`src/design/b64d_pkg.sv`:
```
// ----------------------------------------------------------------------------
// b64d_pkg: shared types, constants and functions for the base64url decoder
// This package defines the stream payload structs, the group command that
// the front stage queues for the back stage, and the character classifier.
// ----------------------------------------------------------------------------
package b64d_pkg;

    // Default depth of the command queue between the front and back stages.
    localparam int QUEUE_DEPTH_DEF = 4;

    // Classifier codes. A code below 64 is the sextet value of the symbol.
    localparam logic [6:0] CLS_SPACE   = 7'd64;
    localparam logic [6:0] CLS_INVALID = 7'd127;

    // Pending sextet counts; at COUNT_FULL the next symbol completes a group.
    localparam logic [1:0] COUNT_FULL  = 2'd3;
    localparam logic [1:0] COUNT_TWO   = 2'd2;

    // Input transaction payload.
    typedef struct packed {
        logic [7:0] symbol;
        logic       end_of_text;
    } b64d_in_t;

    // Output transaction payload.
    typedef struct packed {
        logic [7:0] data_byte;
        logic       byte_valid;
        logic       last;
        logic       error;
    } b64d_out_t;

    // One queued command: up to three results, the first byte in the top bits.
    typedef struct packed {
        logic [23:0] bytes;
        logic [1:0]  last_index;   // index of the final result, 0 to 2
        logic        byte_valid;
        logic        last;
        logic        error;
    } b64d_cmd_t;

    // Maps a character to its sextet value, CLS_SPACE or CLS_INVALID.
    function automatic logic [6:0] b64d_classify(input logic [7:0] c);
        logic [6:0] code;
        code = CLS_INVALID;
        if (c >= 8'd65 && c <= 8'd90) begin
            code = 7'(c - 8'd65);
        end else if (c >= 8'd97 && c <= 8'd122) begin
            code = 7'(c - 8'd97 + 8'd26);
        end else if (c >= 8'd48 && c <= 8'd57) begin
            code = 7'(c - 8'd48 + 8'd52);
        end else if (c == 8'd45) begin
            code = 7'd62;
        end else if (c == 8'd95) begin
            code = 7'd63;
        end else if (c == 8'd32 || (c >= 8'd9 && c <= 8'd13)) begin
            code = CLS_SPACE;
        end
        return code;
    endfunction

endpackage

```
`src/design/b64d_front.sv`:
```
// ----------------------------------------------------------------------------
// b64d_front: input stage of the base64url decoder
// Accepts one character per cycle while the queue has room, classifies it,
// gathers sextets and queues one command per group, flush or error.
// ----------------------------------------------------------------------------
module b64d_front
    import b64d_pkg::*;
(
    input  logic       aclk,
    input  logic       aresetn,
    input  logic       s_valid,
    output logic       s_ready,
    input  b64d_in_t   s_data,
    input  logic       q_full,
    output logic       q_push,
    output b64d_cmd_t  q_cmd
);

    logic [17:0] acc_reg, acc_next;
    logic [1:0]  count_reg, count_next;
    logic        discard_reg, discard_next;

    logic        accept;
    logic [6:0]  cls;
    logic [23:0] full_group;

    // A new character is taken whenever the queue has room for its command.
    assign s_ready    = !q_full;
    assign accept     = s_valid && s_ready;
    assign cls        = b64d_classify(s_data.symbol);
    assign full_group = {acc_reg, cls[5:0]};

    // Next state and command generation.
    always_comb begin
        acc_next     = acc_reg;
        count_next   = count_reg;
        discard_next = discard_reg;
        q_push       = 1'b0;
        q_cmd        = '0;
        if (accept) begin
            if (s_data.end_of_text) begin
                // End of text always leaves a clean state.
                acc_next     = '0;
                count_next   = '0;
                discard_next = 1'b0;
                if (!discard_reg) begin
                    q_push     = 1'b1;
                    q_cmd.last = 1'b1;
                    if (count_reg == COUNT_FULL) begin
                        q_cmd.bytes      = {acc_reg[17:2], 8'h00};
                        q_cmd.last_index = 2'd1;
                        q_cmd.byte_valid = 1'b1;
                    end else if (count_reg == COUNT_TWO) begin
                        q_cmd.bytes      = {acc_reg[11:4], 16'h0000};
                        q_cmd.byte_valid = 1'b1;
                    end
                end
            end else if (!discard_reg && cls != CLS_SPACE) begin
                if (cls == CLS_INVALID) begin
                    // Report once, then drop symbols until end of text.
                    acc_next     = '0;
                    count_next   = '0;
                    discard_next = 1'b1;
                    q_push       = 1'b1;
                    q_cmd.last   = 1'b1;
                    q_cmd.error  = 1'b1;
                end else if (count_reg == COUNT_FULL) begin
                    acc_next         = '0;
                    count_next       = '0;
                    q_push           = 1'b1;
                    q_cmd.bytes      = full_group;
                    q_cmd.last_index = 2'd2;
                    q_cmd.byte_valid = 1'b1;
                end else begin
                    acc_next   = full_group[17:0];
                    count_next = count_reg + 2'd1;
                end
            end
        end
    end

    // State registers.
    always_ff @(posedge aclk) begin
        if (!aresetn) begin
            acc_reg     <= '0;
            count_reg   <= '0;
            discard_reg <= 1'b0;
        end else begin
            acc_reg     <= acc_next;
            count_reg   <= count_next;
            discard_reg <= discard_next;
        end
    end

endmodule

```
`src/design/b64d_queue.sv`:
```
// ----------------------------------------------------------------------------
// b64d_queue: command queue between the front and back stages
// A small circular buffer that decouples character intake from result output.
// ----------------------------------------------------------------------------
module b64d_queue
    import b64d_pkg::*;
#(
    parameter int DEPTH = QUEUE_DEPTH_DEF
) (
    input  logic       aclk,
    input  logic       aresetn,
    input  logic       push,
    input  b64d_cmd_t  push_cmd,
    output logic       full,
    input  logic       pop,
    output logic       not_empty,
    output b64d_cmd_t  pop_cmd
);

    localparam int PTR_W = (DEPTH > 1) ? $clog2(DEPTH) : 1;
    localparam int CNT_W = $clog2(DEPTH + 1);

    b64d_cmd_t          entries [DEPTH];
    logic [PTR_W-1:0]   wr_ptr_reg, wr_ptr_next;
    logic [PTR_W-1:0]   rd_ptr_reg, rd_ptr_next;
    logic [CNT_W-1:0]   fill_reg, fill_next;

    assign full      = (fill_reg == CNT_W'(DEPTH));
    assign not_empty = (fill_reg != '0);
    assign pop_cmd   = entries[rd_ptr_reg];

    // Pointer and fill count updates.
    always_comb begin
        wr_ptr_next = wr_ptr_reg;
        rd_ptr_next = rd_ptr_reg;
        fill_next   = fill_reg;
        if (push) begin
            wr_ptr_next = (wr_ptr_reg == PTR_W'(DEPTH - 1)) ? '0 : wr_ptr_reg + PTR_W'(1);
        end
        if (pop) begin
            rd_ptr_next = (rd_ptr_reg == PTR_W'(DEPTH - 1)) ? '0 : rd_ptr_reg + PTR_W'(1);
        end
        if (push && !pop) begin
            fill_next = fill_reg + CNT_W'(1);
        end else if (pop && !push) begin
            fill_next = fill_reg - CNT_W'(1);
        end
    end

    always_ff @(posedge aclk) begin
        if (!aresetn) begin
            wr_ptr_reg <= '0;
            rd_ptr_reg <= '0;
            fill_reg   <= '0;
        end else begin
            wr_ptr_reg <= wr_ptr_next;
            rd_ptr_reg <= rd_ptr_next;
            fill_reg   <= fill_next;
        end
    end

    // Entry storage needs no reset.
    always_ff @(posedge aclk) begin
        if (push) begin
            entries[wr_ptr_reg] <= push_cmd;
        end
    end

endmodule

```
`src/design/b64d_back.sv`:
```
// ----------------------------------------------------------------------------
// b64d_back: output stage of the base64url decoder
// Takes commands from the queue and emits their results one per cycle, unless
// m_ready stalls the registered output stage.
// ----------------------------------------------------------------------------
module b64d_back
    import b64d_pkg::*;
(
    input  logic       aclk,
    input  logic       aresetn,
    input  logic       q_not_empty,
    input  b64d_cmd_t  q_cmd,
    output logic       q_pop,
    output logic       m_valid,
    input  logic       m_ready,
    output b64d_out_t  m_data
);

    b64d_cmd_t  cmd_reg, cmd_next;
    logic       busy_reg, busy_next;
    logic [1:0] idx_reg, idx_next;
    logic       out_valid_reg, out_valid_next;
    b64d_out_t  out_reg, out_next;

    logic       out_free;
    logic       emit;
    logic       final_emit;
    logic [7:0] sel_byte;

    assign out_free   = !out_valid_reg || m_ready;
    assign emit       = busy_reg && out_free;
    assign final_emit = emit && (idx_reg == cmd_reg.last_index);
    assign q_pop      = q_not_empty && (!busy_reg || final_emit);

    // Pick the byte of the current result, first byte in the top bits.
    always_comb begin
        case (idx_reg)
            2'd0:    sel_byte = cmd_reg.bytes[23:16];
            2'd1:    sel_byte = cmd_reg.bytes[15:8];
            2'd2:    sel_byte = cmd_reg.bytes[7:0];
            default: sel_byte = 8'h00;
        endcase
    end

    // Command sequencing and output register loading.
    always_comb begin
        cmd_next       = cmd_reg;
        busy_next      = busy_reg;
        idx_next       = idx_reg;
        out_valid_next = out_valid_reg;
        out_next       = out_reg;
        if (out_free) begin
            out_valid_next = emit;
        end
        if (emit) begin
            out_next.data_byte  = sel_byte;
            out_next.byte_valid = cmd_reg.byte_valid;
            out_next.error      = cmd_reg.error;
            out_next.last       = cmd_reg.last && (idx_reg == cmd_reg.last_index);
            idx_next            = idx_reg + 2'd1;
        end
        if (final_emit) begin
            busy_next = 1'b0;
        end
        if (q_pop) begin
            cmd_next  = q_cmd;
            busy_next = 1'b1;
            idx_next  = '0;
        end
    end

    always_ff @(posedge aclk) begin
        if (!aresetn) begin
            busy_reg      <= 1'b0;
            idx_reg       <= '0;
            out_valid_reg <= 1'b0;
        end else begin
            busy_reg      <= busy_next;
            idx_reg       <= idx_next;
            out_valid_reg <= out_valid_next;
        end
    end

    // Payload registers carry no reset.
    always_ff @(posedge aclk) begin
        cmd_reg <= cmd_next;
        out_reg <= out_next;
    end

    assign m_valid = out_valid_reg;
    assign m_data  = out_reg;

endmodule

```
`src/design/base64url_stream_decoder.sv`:
```
// Path: a character that produces results passes the command queue, the command
// register and the output register; its results leave one per cycle unless stalled.
// Throughput: one character per cycle while the command queue has room; the
// back stage emits one result per cycle while m_ready holds, so a full group
// of four symbols (three bytes) then never backs up the input.
// Reset: synchronous active-low aresetn clears the decoder state and queue.
// ----------------------------------------------------------------------------
// base64url_stream_decoder: unpadded base64url text to byte stream decoder
// A front stage classifies characters and builds group commands, a queue
// decouples it from a back stage that serializes the decoded bytes.
// ----------------------------------------------------------------------------
module base64url_stream_decoder
    import b64d_pkg::*;
#(
    parameter int QUEUE_DEPTH = QUEUE_DEPTH_DEF
) (
    input  logic       aclk,
    input  logic       aresetn,
    input  logic       s_valid,
    output logic       s_ready,
    input  b64d_in_t   s_data,
    output logic       m_valid,
    input  logic       m_ready,
    output b64d_out_t  m_data
);

    logic       q_push;
    logic       q_full;
    logic       q_pop;
    logic       q_not_empty;
    b64d_cmd_t  push_cmd;
    b64d_cmd_t  pop_cmd;

    // Character intake and grouping.
    b64d_front u_front (
        .aclk    (aclk),
        .aresetn (aresetn),
        .s_valid (s_valid),
        .s_ready (s_ready),
        .s_data  (s_data),
        .q_full  (q_full),
        .q_push  (q_push),
        .q_cmd   (push_cmd)
    );

    // Command queue between the two stages.
    b64d_queue #(
        .DEPTH (QUEUE_DEPTH)
    ) u_queue (
        .aclk      (aclk),
        .aresetn   (aresetn),
        .push      (q_push),
        .push_cmd  (push_cmd),
        .full      (q_full),
        .pop       (q_pop),
        .not_empty (q_not_empty),
        .pop_cmd   (pop_cmd)
    );

    // Result serialization.
    b64d_back u_back (
        .aclk        (aclk),
        .aresetn     (aresetn),
        .q_not_empty (q_not_empty),
        .q_cmd       (pop_cmd),
        .q_pop       (q_pop),
        .m_valid     (m_valid),
        .m_ready     (m_ready),
        .m_data      (m_data)
    );

endmodule

```
`config.mk`:
```
export PLATFORM = sky130hd
export DESIGN_NAME = base64url_stream_decoder
export DESIGN_NICKNAME = d
export VERILOG_FILES = /design/src/design/b64d_pkg.sv /design/src/design/b64d_front.sv /design/src/design/b64d_queue.sv /design/src/design/b64d_back.sv /design/src/design/base64url_stream_decoder.sv
export SDC_FILE = /design/constraint.sdc
export NUM_CORES = 1
export LEC_CHECK = 0
export ABC_AREA = 1
export BUFFER_PORTS_ARGS = -buffer_cell sky130_fd_sc_hd__buf_4
export CAP_MARGIN = 20
export CORE_MARGIN = 1
export CORE_UTILIZATION = 60
export DETAILED_ROUTE_END_ITERATION = 10
export GPL_TIMING_DRIVEN = 1
export PLACE_DENSITY_LB_ADDON = 0.05
export REMOVE_ABC_BUFFERS = 1
export SLEW_MARGIN = 10
export SYNTH_ARGS = -nofsm -noshare
export SYNTH_HDL_FRONTEND = slang
export SYNTH_HIERARCHICAL = 1
export SYNTH_SLANG_ARGS = --single-unit
```
`constraint.sdc`:
```
create_clock -name aclk -period 10.3 [get_ports aclk]
set_clock_uncertainty 0.05 [all_clocks]
set_input_delay 2.06 -clock aclk [delete_from_list [all_inputs] [get_ports aclk]]
set_output_delay 2.06 -clock aclk [all_outputs]
set_load 0.01 [all_outputs]
```
==> flow_summary.yaml <==
worst_setup_path:
  r2r_slack_ns: 7.40
  ff2ff_path_depth: 14
  cp.required_ns: 10.62
  cp-start-kind: "primary input"
  critPathMaxFanout: 24
  crit_path_end_kind: "flop"
  path_class: "in2reg"
  crit_arrival_ns: 5.63
place:
  gp_congestion: 0.897
  place_area_um2: 9560
  port_buffers: 25
  dp.cells: 1104
  dpl.hpwl_mm: 12.7
  place_ws_ns: 4.62
timing:
  fmax_ghz: 0.188
  setup_viol: 0
  max_slew_margin_pct: 38.2
  period_needed_ns: 5.32
  setup_slack_ns: 4.98
  rsz0062_at_grt: "no"
  period_share_pct: 51.6
  fin_setup_tns_ns: 0
  hold_viol_final: 0
  worst_pin_slew_ns: 0.927
  slew_violations: 0
synth:
  synthArstFlopShare_pct: 0
  ys_seq_area_share_pct: 57.4
  synth_area_leader_cell: "edfxtp_1"
  synth-seq-cells: 190
  ys_warn_count: 6
  synth_top_area_share_pct: 50.2
  synth_area_leaders: "edfxtp_1, dfxtp_1, nand2_1, nor2_1, o21ai_0"
  mappedNetlistArea_um2: 9340
  synth_enable_flop_cells: 156
  synth.distinct_cells: 38
  avgSynthCellArea_um2: 10.2
  synth_top_flop_cell: "edfxtp_1"
  netlist_instances: 920
floorplanning:
  fp.coreArea_um2: 15200
  dieArea_um2: 16100
  start_util_pct: 61.4
  fp.dieH_um: 127
  die_x_um: 127
  pin_count: 26
  num_rows: 45
global_routing:
  antenna_found_initial: 0
  grt_pass1_wl_mm: 30.7
  grt_pass1_vias: 6157
  grt_max_degree: 60
  gr-total-overflow: 0
  gr-usage-all-layers_pct: 25.1
worst_hold_path:
  hp-class: "reg2reg"
  hold_depth: 0
cts:
  cts_made_buffers: 17
  clk_latency_ns: 0.43
  cts_tree: "yes"
  clk_pin_slew_ns: 0.07
  post-cts-setup-buffers: 0
  clock_sinks: 190
  cts_root_buffer: "clkbuf_16"
  holdBufCountCts: 0
  clk_path_buf_depth: 2
  ctsResizeCount: 0
  ctsHtreeMaxLevel: 4
route:
  first_pass_iters: 5
  drc_errors: 0
  vias: 6249
  drtIter0Drc: 503
  vias_per_cell: 5.50
  final_antenna_net_count: 0
  wirelength_mm: 18.9
  route.detailed.wl_per_inst_um: 16.6
final_layout:
  instances_no_fill: 1136
  diodes: 0
  mostFrequentLayoutCells: "nand2_1, edfxtp_1, nor2_1"
  finalInstanceArea_um2: 10100
  drive_above_1_share_pct: 19.3
  nets: 972
  synthToLayoutAreaGrowth_pct: 8.56
  final_common_cell: "nand2_1"
  nFillCells: 1162
  largest_reg_flops: 116
power_and_ir_drop:
  leakagePower_uw: 0.00403
  power.density_nw_per_um2: 243
  ir_drop_v: 0.000134
status:
  status: "completed"
flow_run:
  cap_violations: 0
==> critical path, stage by stage <==
cell     delay [ns]
buf_4          0.14
inv_1          0.18
ha_1           0.24
inv_1          0.07
nand2_1        0.07
nand2_1        0.08
nor2_1         0.18
nor2_4         0.07
nand3_1        0.08
nand3_1        0.15
nor2_4         0.16
nand2_1        0.08
nor2_2         0.16
nand2_4        0.19
nand2_2        0.14
nor2_1         0.06
nor3_2         0.37
ha_1           0.26
inv_1          0.08
fa_1           0.39
nand2_1        0.11
nand3_1        0.08
nand2_1        0.06
inv_1          0.03
nor2_1         0.10
==> layer usage <==
layer / wire length [µm] / part of all wire (%) / global-route usage (%) / vias up
met4: 283 / 1.5 / 8.89 / 0
met1: 8510 / 45 / 33.8 / 2956
li1: - / - / - / 3095
met2: 9240 / 49 / 41.4 / 172
met5: 0 / 0 / 0 / -
met3: 860 / 4.6 / 4.39 / 26
==> layout make-up <==
cell class,instances,area (µm²),share of cell area (%)
tap,188,235,2.32
clock buffer,18,429,4.23
inverter,87,327,3.22
sequential,190,5370,52.9
multi-input combinational,605,3380,33.3
clock inverter,14,146,1.44
timing repair buffer,34,255,2.52
==> path summary, 6_finish.rpt <==
path                            start             endpoint
hold / removal      u_back/cmd_reg[0]     u_back/m_data[0]
hold reg to reg     u_back/cmd_reg[0]     u_back/m_data[0]
setup / recovery            s_data[1]  u_queue/fill_reg[2]
setup reg to reg  u_queue/fill_reg[0]  u_queue/fill_reg[2]
==> logic make-up (layout without fill, tap and decap cells) <==
| kind of cell | count (synthesis) | count (layout) | share of synthesized area, % |
|---|---|---|---|
| buffers and inverters | 125 | 153 | 6.35 |
| flip-flops | 190 | 190 | 57.4 |
| AO/OA/AOI/OAI | 115 | 115 | 8.20 |
| AND/OR/NAND/NOR | 458 | 458 | 24.0 |
| XOR/XNOR | 8 | 8 | 0.750 |
| adder cells (fa/ha/maj) | 24 | 24 | 3.30 |
==> synth_stat cells (5+ instances only) <==
| library cell | n |
|---|---|
| clkbuf_1 | 12 |
| nand3_1 | 56 |
| edfxtp_1 | 156 |
| buf_2 | 13 |
| nor3_1 | 6 |
| a21oi_1 | 9 |
| ha_1 | 23 |
| xor2_1 | 7 |
| o22ai_1 | 9 |
| nand2_2 | 15 |
| dfxtp_1 | 34 |
| inv_2 | 12 |
| nand2_1 | 160 |
| nor2_2 | 30 |
| o21ai_0 | 66 |
| nor2_1 | 143 |
| a32oi_1 | 5 |
| nor2_4 | 29 |
| o22ai_2 | 20 |
| inv_1 | 75 |
| buf_6 | 7 |
==> metrics by stage <==
step	total power, µW	hold slack [ns]	util, %
6_report	2460	0.381	66.7
5_1_grt	2610	0.391	66.7
4_1_cts	2480	0.384	66.7
3_5_place_dp	1850	0.375	62.9
3_3_place_gp	1830	0.355	62.9
2_1_floorplan	1610	0.350	-
==> report_power, final <==
part	leakage, µW	switching (µW)	total [µW]	internal [µW]
registers	0.00173	53.8	1090	1030
clock network	0.000282	288	630	342
logic	0.00202	509	746	237
total	0.00403	851	2460	1610
(Power assumes the default switching activity.)
